--- src/hw/rtl/eas_pkg.sv ---
// Package: shared types, constants and helpers for the encoder angle/speed filter
`timescale 1ns / 1ps
`default_nettype none
package eas_pkg;
	localparam int WINDOW_SAMPLES_DEF = 3;
	localparam logic [16:0] GAIN_RST = 17'd19661;
	localparam logic [15:0] CPT_RST = 16'd1320;
	localparam logic [16:0] GAIN_ONE = 17'd65536;
	localparam logic [16:0] DEG_Q8 = 17'd92160;
	localparam logic [26:0] DEG_MS_Q8 = 27'd92160000;

	typedef enum logic [1:0] {
		REG_GAIN = 2'd0,
		REG_CPT = 2'd1,
		REG_INV_L = 2'd2,
		REG_INV_R = 2'd3
	} reg_idx_t;

	// back end sequencer states
	typedef enum logic [2:0] {B_IDLE, B_MUL, B_DIV, B_WAIT, B_POST, B_DONE} bst_t;

	typedef struct packed {
		logic [16:0] gain;
		logic [15:0] cpt;
		logic inv_l;
		logic inv_r;
	} cfg_t;

	// one classified item from the front to the back
	typedef struct packed {
		logic [31:0] total_l;
		logic [31:0] total_r;
		logic [19:0] sum_l;
		logic [19:0] sum_r;
		logic [31:0] elapsed;
		logic close;
	} job_t;

	typedef struct packed {
		logic [31:0] angle_l;
		logic [31:0] angle_r;
		logic [31:0] speed_l;
		logic [31:0] speed_r;
		logic valid;
	} res_t;

	// saturate a 64-bit signed value to 32 bits
	function automatic logic [31:0] sat32(input logic signed [63:0] v);
		if (v > 64'sd2147483647) return 32'h7fffffff;
		if (v < -64'sd2147483648) return 32'h80000000;
		return v[31:0];
	endfunction
endpackage
`default_nettype wire

--- src/hw/rtl/eas_front.sv ---
// Front end: wrap-safe deltas, totals, window bookkeeping
`timescale 1ns / 1ps
`default_nettype none
module eas_front #(
	parameter int WINDOW_SAMPLES = eas_pkg::WINDOW_SAMPLES_DEF
) (
	input wire logic clk,
	input wire logic arst_n,
	input wire logic in_take,
	input wire logic [15:0] count_left,
	input wire logic [15:0] count_right,
	input wire logic [31:0] now_ms,
	output eas_pkg::job_t job
);
	import eas_pkg::*;
	localparam int PW = (WINDOW_SAMPLES > 1) ? $clog2(WINDOW_SAMPLES) : 1;

	logic [15:0] prev_l_q, prev_r_q;
	logic [31:0] tot_l_q, tot_r_q, start_q, prev_start_q;
	logic [19:0] sum_l_q, sum_r_q;
	logic [PW-1:0] pos_q;
	logic signed [15:0] dl, dr;
	logic [19:0] nsum_l, nsum_r;
	logic [31:0] start_n;
	logic close;

	always_comb begin
		dl = $signed(count_left - prev_l_q);
		dr = $signed(count_right - prev_r_q);
		nsum_l = sum_l_q + {{4{dl[15]}}, dl};
		nsum_r = sum_r_q + {{4{dr[15]}}, dr};
		start_n = (pos_q == '0) ? now_ms : start_q;
		close = (32'(pos_q) + 32'd1 >= 32'(WINDOW_SAMPLES));
		job.total_l = tot_l_q + {{16{dl[15]}}, dl};
		job.total_r = tot_r_q + {{16{dr[15]}}, dr};
		job.sum_l = nsum_l;
		job.sum_r = nsum_r;
		job.elapsed = start_n - prev_start_q;
		job.close = close;
	end

	// advance state on each accepted transaction
	always_ff @(posedge clk or negedge arst_n) begin
		if (!arst_n) begin
			prev_l_q <= '0; prev_r_q <= '0; tot_l_q <= '0; tot_r_q <= '0;
			sum_l_q <= '0; sum_r_q <= '0; pos_q <= '0;
			start_q <= '0; prev_start_q <= '0;
		end else if (in_take) begin
			prev_l_q <= count_left;
			prev_r_q <= count_right;
			tot_l_q <= job.total_l;
			tot_r_q <= job.total_r;
			start_q <= start_n;
			if (close) begin
				prev_start_q <= start_n;
				sum_l_q <= '0; sum_r_q <= '0; pos_q <= '0;
			end else begin
				sum_l_q <= nsum_l; sum_r_q <= nsum_r;
				pos_q <= pos_q + 1'b1;
			end
		end
	end
endmodule
`default_nettype wire

--- config.mk ---
export PLATFORM = sky130hd
export DESIGN_NAME = eas_front
export DESIGN_NICKNAME = d
export VERILOG_FILES = /design/src/hw/rtl/eas_pkg.sv /design/src/hw/rtl/eas_front.sv
export SDC_FILE = /design/constraint.sdc
export NUM_CORES = 1
export LEC_CHECK = 0
export BUFFER_PORTS_ARGS = -buffer_cell sky130_fd_sc_hd__buf_2
export CORE_MARGIN = 10
export CORE_UTILIZATION = 60
export CTS_CLUSTER_DIAMETER = 150
export DETAILED_ROUTE_END_ITERATION = 12
export PLACE_DENSITY_LB_ADDON = 0.2
export SKIP_CTS_REPAIR_TIMING = 1
export SLEW_MARGIN = 5
export SYNTH_ARGS = -nofsm -noshare
export SYNTH_HDL_FRONTEND = slang
export SYNTH_SLANG_ARGS = --single-unit
--- constraint.sdc ---
create_clock -name clk -period 12.8 [get_ports clk]
set_input_delay 0.64 -clock clk [delete_from_list [all_inputs] [get_ports clk]]
set_output_delay 0.64 -clock clk [all_outputs]
set_load 0.01 [all_outputs]
=== Word-level counts from Yosys, hierarchy flattened ===
Index checks and enable logic that the tools add are counted.
Widths: inputs -> output; s select.

* $lt $le $gt $ge: 1
* Add/sub/neg operators: 9
* Mux-type cells: 4
* Reduce and logical (&&, ||, !) cells: 2

{| class="wikitable"
|+ Operators with widths
! cell !! count
|-
| $add 32x32->32 || 2
|-
| $add 20x20->20 || 2
|-
| $mux 20 || 2
|-
| $mux 32 || 1
|-
| $sub 16x16->16 || 2
|-
| $sub 32x32->32 || 1
|-
| $add 2x1->3 const B || 1
|-
| $ge 3x2->1 const B || 1
|-
| $add 2x1->2 const B || 1
|-
| $logic_not 2->1 || 1
|-
| $mux 2 || 1
|-
| $reduce_and 2->1 || 1
|}

* Register bits: 202

=== Logic depth before layout (Yosys ltp) ===
Gate-level depths: netlist (run 1).

* Depth after elaboration: 3
* Gate-level depth with buffers: 22
* Mapped depth without buffers: 22

=== Least setup slack after synthesis (run 1) ===
No wires, ideal clock.

* Path kind: in2out
* Start point: input count_right[1]
* End point: output job[104] (netlist name)
* Required time: 12.160 ns
* Stages on the path: 17
* Slack: 7.197 ns
* Arrival time: 4.963 ns
* Cell sequence: ha_1 > nor2b_1 > o31a_1 > o31a_1 > o211ai_1 > nand3_1 > xnor2_1 > ha_1 > a21o_1 > a21o_1 > a21oi_1 > o21ai_1 > nor4_1 > nor3b_1 > or3_1 > a21oi_1 > nand2b_1

{| class="wikitable"
|+ RTL lines
! what !! RTL line !! RTL
|-
| start, declared || eas_front.sv:11 || <nowiki>input wire logic [15:0] count_right,</nowiki>
|-
| end, declared || eas_front.sv:13 || <nowiki>output eas_pkg::job_t job</nowiki>
|}

==> impl_metrics.csv, run 1 <==
group,metric,value,unit
status,status,"completed",
yosys,yosys.area.top_type_share,0.317,
floorplan,ios,204,
drt,drc,0,
setup_path,cp_cell_sequence,"inv_1 -> ha_1 -> nor2b_1 -> o31a_1 -> o41a_1 -> a41o_1 -> a211o_1 -> a22o_1 -> inv_1 -> ha_1 -> a21o_1 -> a21o_1 -> a21oi_1 -> o21ai_0 -> a31oi_2 -> o21ai_1 -> a211oi_1 -> xnor2_1 -> buf_2",
clock_network,clkTransAtPathRegs,0.05,ns
yosys,synth.cells.most_frequent,"dfrtp_1 (202), ha_1 (171), mux2_2 (155)",
setup_path,reg2regPathDepth,19,
timing,clock_skew,0.0147,ns
setup_path,endpoint_kind,"primary output",
clock_network,cts_root_buf,"clkbuf_16",
setup_path,critPathArrivalTime,5.63,ns
setup_path,startpoint,"prev_l_q[1]",
yosys,synth_edf_count,0,
timing,drv_slew,0,
global_route,antenna_found_initial,2,
drt,drt-initial-drc-count,715,
job,maxCapViolations,0,
yosys,synth_cell_types,70,
timing,worst_pin_slew,0.989,ns
setup_path,critical_path.max_fanout,21,
setup_path,critical_path_class,"flop to primary output",
hold_path,hp-class,"input pin to asynchronous set/reset pin",
yosys,synthesis.nets,1956,
global_route,grt-ovfl-total,0,
global_route,grt_pass1_vias,13600,
setup_path,worstReg2RegStart,"prev_l_q[1]",
yosys,ys_warn_count,0,
yosys,syn_area,15900,sq um
clock_network,cts.sinks,202,
yosys,yosysTopAreaCell,"dfrtp_1",
placed_design,post-dp-hpwl,30600,um
timing,rsz0062_at_grt,"false",
floorplan,die_height,183,um
floorplan,rows,59,
setup_path,max_stage_delay,0.59,ns
global_route,track_usage,0.235,
setup_path,crit_family,"compound AO/OA/AOI/OAI gates",
clock_network,cts_tree,"yes",
clock_network,clock_latency,0.54,ns
drt,viasPerCell,5.93,
finish,drive_gt1_frac,0.224,
setup_path,cpMaxStageDelayCell,"inv_1",
yosys,synth_area_leaders,"dfrtp_1 (32%), ha_1 (13%), mux2_2 (11%)",
yosys,async_flop_share,1.00,
global_route,grt_max_degree,91,
floorplan,core,26100,sq um
global_route,grt_pass1_wl,66400,um
yosys,synthCells,1711,
drt,wire_per_inst,17.9,um
clock_network,cts_htree_levels,1,
timing,setup_violations,0,
floorplan,die_w,183,um
finish,area_growth,13.7,%
setup_path,r2r_slack,7.54,ns
setup_path,reg2reg_to,"tot_l_q[30]",
setup_path,cp-start-kind,"flop",
clock_network,numCtsBuffers,25,
timing,hold_viol_final,0,
yosys,syn_area_per_cell,9.32,sq um
drt,postRouteAntennaNets,0,
yosys,yosysSeqAreaShare,0.317,
drt,drt_wl_total,40400,um
setup_path,critical_path_buf_inv_count,3,
drt,vias,13300,
placed_design,portBuffers,203,
yosys,synth_flop_cell,"dfrtp_1",
floorplan,start_util,0.610,
setup_path,required,12.16,ns
floorplan,die-area,33500,sq um
timing,period_needed,6.27,ns
yosys,yosysMostFrequentCell,"dfrtp_1",
timing,setup_tns,0,ns
placed_design,gp_congestion,0.956,
drt,firstDrtPassIters,5,
yosys,ys_ff_latch,202,
timing,post-route-period-util,0.490,
finish,layout.nets,2143,
clock_network,ctsLongestPathBuffers,3,
timing,max_freq,0.160,GHz
timing,worst_slew_margin_rel,0.340,
==> area by class of cell <==
class	instances	area, sq um
fillers	2047	8010
flip-flops and latches	202	5050
repair buffers	211	1090
well taps	335	419
inverters	116	435
multi-input cells	1342	10300
clock buffers	35	713
diodes	1	2.50
clock inverters	10	135
==> sequential cells by signal (all words and copies together) (netlist names) <==
| name | cells |
|---|---|
| prev_start_q | 32 |
| start_q | 32 |
| tot_l_q | 32 |
| tot_r_q | 32 |
| sum_l_q | 20 |
| sum_r_q | 20 |
| prev_l_q | 16 |
| prev_r_q | 16 |
| pos_q | 2 |
==> routing by layer <==
| metal | GRT usage | part of all wire | vias to the layer above |
|---|---|---|---|
| li1 | - | - | 6558 |
| met1 | 0.305 | 0.45 | 6366 |
| met2 | 0.390 | 0.46 | 359 |
| met3 | 0.0462 | 0.063 | 64 |
| met4 | 0.0728 | 0.023 | 2 |
| met5 | 0 | 0.00032 | - |
==> cell families (layout without fill, tap and decap cells) <==
| logic type | after synthesis | after routing | share of synthesized area |
|---|---|---|---|
| mux | 158 | 158 | 0.111 |
| buf+inv | 167 | 372 | 0.0395 |
| other cells | 0 | 1 | 0 |
| xor+xnor | 138 | 138 | 0.0758 |
| flops | 202 | 202 | 0.317 |
| compound gates | 479 | 479 | 0.198 |
| fa+ha+maj | 178 | 178 | 0.143 |
| simple gates | 389 | 389 | 0.116 |
==> cell usage in the layout, fill, tap and decap left out, types with 30 or more instances in the layout <==
cell	count
buf_2	201
a22o_1	31
xnor2_1	92
xor2_1	45
dfrtp_1	202
o21ai_0	63
nand2_1	99
a21o_1	56
mux2_2	155
inv_1	116
ha_1	171
nor2_1	115
nand3_1	30
nor2b_1	35
a21oi_1	138
==> worst max-delay path by stage <==
stage,to,slack (ns),cells after the start
after global routing,job[135],6.08,19
after detailed placement,job[135],6.78,19
after floorplan,job[104],7.20,17
after global placement,job[136],6.78,19
after CTS,job[135],6.53,19
final,job[135],6.53,19
==> metrics by stage <==
step	cells	utilization	hold WS, ns	setup slack [ns]	area [sq um]
6_report	2252	0.694	0.0763	6.53	18100
3_3_place_gp	2206	0.661	0.463	6.78	17300
2_1_floorplan	1711	-	0.344	7.20	15900
3_5_place_dp	2206	0.661	0.473	6.78	17300
4_1_cts	2251	0.694	0.122	6.53	18100
5_1_grt	2251	0.694	0.127	6.08	18100
Power of run 1 is not shown: default switching activity piles up to over one toggle a cycle in this logic, so the estimate is an artifact.
==> run 2, diff against run 1 <==
Clock period 12.8 ns to 5.9 ns, I/O delays scaled along.
==> run 2 against run 1 <==
- the flow now finishes with violations (negative hold slack)
- global-route usage hardly changed
- routed wire length rose by 1.9%
- setup slack worse by 6.2 ns
- worst hold slack worse by 0.077 ns
- critical path depth is 2 higher
- first-iteration DRC count is 8.7% higher
- clock skew down 0.0020 ns
- die area unchanged
- non-clock buffer count is 17 higher
- sequential share of layout area down 0.38 points
- final cell count increased by 0.80%
- largest cell class unchanged
==> impl_metrics.csv, run 2 (synthesis gave the netlist of run 1 again) <==
group,metric,value,unit
status,status,"finished with violations",
status,violations,"negative hold slack",
timing,rsz0062_at_grt,"false",
clock_network,ctsLongestPathBuffers,3,
drt,postRouteAntennaNets,0,
drt,route.met2.wl,18900,um
clock_network,cts_root_buf,"clkbuf_16",
drt,wl_met3,2320,um
drt,firstDrtPassIters,5,
clock_network,clkTransAtPathRegs,0.06,ns
setup_path,critical_path_class,"flop to primary output",
job,maxCapViolations,0,
timing,setup_violations,0,
clock_network,cts_tree,"yes",
timing,drv_slew,0,
setup_path,critPathArrivalTime,5.30,ns
placed_design,portBuffers,203,
floorplan,ios,204,
finish,fin_cells,2270,
finish,mostFrequentLayoutCells,"dfrtp_1 (202), buf_2 (201), ha_1 (171)",
timing,max_freq,0.179,GHz
global_route,grt_pass1_vias,13500,
global_route,grt-ovfl-total,0,
hold_path,hp-class,"input pin to flop",
floorplan,die-area,33500,sq um
floorplan,core,26100,sq um
floorplan,die_w,183,um
timing,post-route-period-util,0.948,
drt,topRoutingLayerUsed,"met5",
finish,drive_gt1_frac,0.236,
timing,holdWs,-0.00117,ns
drt,vias,13400,
finish,finish.utilization,0.703,
timing,hold_viol_final,2,
placed_design,post-dp-hpwl,30900,um
timing,worst_slew_margin_rel,0.334,
placed_design,dpl.cell_count,2210,
finish,nFillCells,2067,
timing,period_needed,5.59,ns
clock_network,cts_htree_levels,1,
global_route,antenna_found_initial,2,
clock_network,cts.sinks,202,
setup_path,r2r_slack,0.96,ns
drt,drc,0,
floorplan,start_util,0.610,
clock_network,numCtsBuffers,25,
timing,clock_skew,0.0128,ns
finish,layout.nets,2160,
finish,area_growth,15.2,%
drt,wire_per_inst,18.1,um
drt,wl_met1,18700,um
timing,worst_pin_slew,0.999,ns
floorplan,rows,59,
clock_network,clock_latency,0.53,ns
timing,setup_tns,0,ns
setup_path,required,5.61,ns
global_route,grt_pass1_wl,66400,um
global_route,grt_max_degree,94,
drt,drt-initial-drc-count,777,
placed_design,gp_congestion,0.948,
setup_path,endpoint_kind,"primary output",
drt,drt_wl_total,41200,um
finish,layout_commonest_cell,"dfrtp_1",
setup_path,cp-start-kind,"flop",
global_route,track_usage,0.235,
setup_path,critical_path.max_fanout,4,
floorplan,die_height,183,um
drt,viasPerCell,5.92,
## run 2: cell count changes in the layout (fill, tap and decap cells not counted), sizes merged
cell / before / now
inv: 117 / 116
dlygate4sd3: 0 / 6
clkinv: 5 / 6
buf: 210 / 221
clkbuf: 36 / 37
## run 2: per-stage QoR
stage               setup slack, ns  cell area [sq um]
floorplan                     0.892              15900
global placement              0.792              17300
detailed placement            0.669              17300
CTS                           0.159              18200
global route                 0.0112              18400
finish                        0.309              18400
## run 2: worst paths after layout
path                       depth (start not counted)           start     endpoint
max in group asynchronous                          3          arst_n  sum_l_q[13]
min                                                3  count_right[2]  prev_r_q[2]
min reg2reg                                        1     tot_r_q[31]  tot_r_q[31]
max reg2reg                                       21     prev_l_q[1]  tot_l_q[25]
min in group asynchronous                          2          arst_n  tot_r_q[24]
max                                               21     prev_l_q[1]     job[130]
## run 2: critical path: stages (launching register included)
cell,delay [ns]
dfrtp_1,0.37
inv_1,0.07
ha_1,0.27
nor2b_1,0.15
o31a_1,0.27
o41a_1,0.35
a41o_1,0.31
nand3_1,0.10
nand2_1,0.08
a21o_1,0.19
a21oi_1,0.18
xnor2_1,0.24
ha_1,0.36
and4_1,0.19
and4_1,0.21
a21oi_1,0.13
o21ai_1,0.13
o41a_1,0.40
a31oi_2,0.24
o21ai_1,0.11
xor2_1,0.21
buf_2,0.18
## run 2: final cells by class
cell class / count / area (sq um) / share of cell area
Inverter: 116 / 439 / 0.0239
Timing Repair Buffer: 228 / 1230 / 0.0669
Multi-Input combinational cell: 1342 / 10400 / 0.563
Clock inverter: 10 / 133 / 0.00722
Tap cell: 335 / 419 / 0.0228
Sequential cell: 202 / 5050 / 0.275
Clock buffer: 36 / 747 / 0.0406
Antenna cell: 1 / 2.50 / 0.000136
## run 2: per-layer routing
metal  global-route usage  up-vias
met3               0.0429       77
met4               0.0754        2
met2                0.391      341
met5                    0        -
met1                0.303     6432
li1                     -     6594
Power of run 2 is left out for the same reason.
==> run 3, diff against run 2 <==
Settings changed: ABC_AREA set to 1.
==> run 3 against run 2 <==
- final area up 8.4%
- first-iteration DRC count is 65% higher
- utilization shrank 1.5 points
- the flow still finishes with violations (negative hold slack)
- setup slack better by 0.53 ns
- clock-buffer cell count is 4 lower
- final cell count rose by 41%
- sequential share of layout area fell by 2.1 points
- worst hold slack got worse by 0.011 ns
- highest routed layer is now met4
- synthesized cell count up 54%
==> impl_metrics.csv, run 3 <==
group,metric,value,unit
status,status,"finished with violations",
status,violations,"negative hold slack",
global_route,grt-ovfl-total,0,
clock_network,cts_root_buf,"clkbuf_16",
global_route,track_usage,0.283,
finish,area_growth,12.5,%
setup_path,cp-start-kind,"flop",
setup_path,critical_path_buf_inv_count,2,
timing,rsz0062_at_grt,"false",
yosys,ys_warn_count,0,
timing,hold_viol_final,7,
floorplan,core,28900,sq um
timing,setup_violations,0,
floorplan,rows,62,
setup_path,required,5.61,ns
clock_network,cts.sinks,202,
clock_network,clkTransAtPathRegs,0.06,ns
yosys,synth_area_leaders,"dfrtp_1 (29%), nand2_1 (17%), ha_1 (12%)",
timing,worst_pin_slew,1.04,ns
floorplan,start_util,0.612,
yosys,synth_edf_count,0,
finish,layout_commonest_cell,"nand2_1",
finish,mostFrequentLayoutCells,"nand2_1 (814), inv_1 (302), nor2_1 (203)",
clock_network,cts_tree,"yes",
yosys,syn_area,17700,sq um
clock_network,clock_latency,0.53,ns
drt,viasPerCell,5.56,
placed_design,gp_congestion,1.02,
yosys,yosysTopAreaCell,"dfrtp_1",
setup_path,crit_top_cell,"nand2_1",
finish,drive_gt1_frac,0.105,
yosys,yosysMostFrequentCell,"nand2_1",
yosys,syn_area_per_cell,6.74,sq um
global_route,grt_pass1_wl,86800,um
yosys,synthCells,2627,
setup_path,critical_path_class,"flop to primary output",
timing,setup_tns,0,ns
placed_design,portBuffers,203,
yosys,ys_ff_latch,202,
timing,post-route-period-util,0.858,
global_route,grt_max_degree,86,
timing,max_freq,0.197,GHz
drt,postRouteAntennaNets,0,
timing,clock_skew,0.0130,ns
yosys,synth_flop_cell,"dfrtp_1",
floorplan,ios,204,
global_route,grt_pass1_vias,17700,
drt,drc,0,
setup_path,cp_cell_sequence,"inv_1 -> ha_1 -> nand2_1 -> nand2_1 -> nand2_1 -> nand2_1 -> a21oi_1 -> nand2_1 -> nand2_1 -> nand2_1 -> ha_1 -> nand2_1 -> nor2_1 -> nand3_1 -> nor4_1 -> nand2_1 -> nand2_1 -> nand2_1 -> and2_1 -> buf_2",
job,maxCapViolations,0,
yosys,async_flop_share,1.00,
clock_network,numCtsBuffers,24,
floorplan,die_w,192,um
timing,drv_slew,0,
finish,layout.nets,3059,
clock_network,cts_htree_levels,1,
hold_path,hp-class,"input pin to flop",
timing,holdWs,-0.0123,ns
yosys,synth.cells.most_frequent,"nand2_1 (815), inv_1 (302), nor2_1 (205)",
timing,worst_slew_margin_rel,0.303,
setup_path,critical_path.max_fanout,21,
drt,drt_wl_total,52600,um
timing,period_needed,5.06,ns
drt,vias,17900,
drt,wire_per_inst,16.4,um
floorplan,die_height,192,um
clock_network,ctsLongestPathBuffers,3,
setup_path,cpMaxStageDelayCell,"ha_1",
setup_path,endpoint_kind,"primary output",
setup_path,crit_family,"simple AND/OR/NAND/NOR gates",
yosys,yosysSeqAreaShare,0.285,
yosys,synthesis.nets,2872,
yosys,yosys.area.top_type_share,0.285,
setup_path,critPathArrivalTime,4.77,ns
global_route,antenna_found_initial,1,
placed_design,post-dp-hpwl,41700,um
floorplan,die-area,36800,sq um
drt,drt-initial-drc-count,1281,
yosys,synth_cell_types,43,
drt,firstDrtPassIters,6,
setup_path,max_stage_delay,0.66,ns
run 3: worst paths after layout:
path	from	to	slack, ns	cells after the start
min	count_right[7]	prev_r_q[7]	-0.01	3
max reg2reg	prev_l_q[8]	tot_l_q[27]	1.68	20
min reg2reg	tot_r_q[0]	tot_r_q[0]	0.48	2
max in group asynchronous	arst_n	sum_l_q[13]	4.20	3
max	prev_l_q[8]	job[132]	0.84	20
min in group asynchronous	arst_n	sum_r_q[14]	0.36	2
run 3: per-layer routing:
metal,GRT usage,part of all wire,routed length [um],up-vias
li1,-,-,-,8881
met1,0.361,0.43,22700,8246
met2,0.479,0.47,24500,610
met3,0.0388,0.064,3370,118
met4,0.107,0.038,2010,0
met5,0,0,0,-
run 3: cells by family (layout without fill, tap and decap cells):
family | Yosys count | count (layout) | share of synthesized area
and+or+nand+nor | 1326 | 1326 | 0.314
other | 0 | 1 | 0
AOI/OAI and AO/OA | 456 | 456 | 0.141
adders and majority gates | 178 | 178 | 0.129
xor gates and xnor gates | 108 | 108 | 0.0534
buffers and inverters | 357 | 557 | 0.0768
DFF | 202 | 202 | 0.285
run 3: layout make-up:
| cell class | instances | area (sq um) |
|---|---|---|
| repair buffers | 213 | 1110 |
| clock buffers | 32 | 712 |
| well taps | 384 | 480 |
| multi-input cells | 2068 | 11300 |
| inverters | 305 | 1150 |
| clock inverters | 7 | 113 |
| flip-flops and latches | 202 | 5050 |
| diodes | 1 | 2.50 |
| fillers | 2564 | 9010 |
run 3: metrics by stage:
stage | setup slack (ns) | instance area, sq um | util | hold WS, ns | instances
floorplan | 2.49 | 17700 | - | -0.000591 | 2627
global placement | 1.50 | 19100 | 0.659 | 0.391 | 3169
detailed placement | 1.42 | 19100 | 0.659 | 0.406 | 3169
CTS | 0.915 | 19900 | 0.687 | -0.153 | 3208
global route | 0.424 | 19900 | 0.688 | 0.00436 | 3212
finish | 0.835 | 19900 | 0.688 | -0.0123 | 3212
run 3: worst min-delay path, delay by kind of cell:
kind | cells | cell delay (ns)
compound gates | 1 | 0.05
simple gates | 1 | 0.05
buf+inv | 1 | 0.09
Power of run 3 is left out for the same reason.
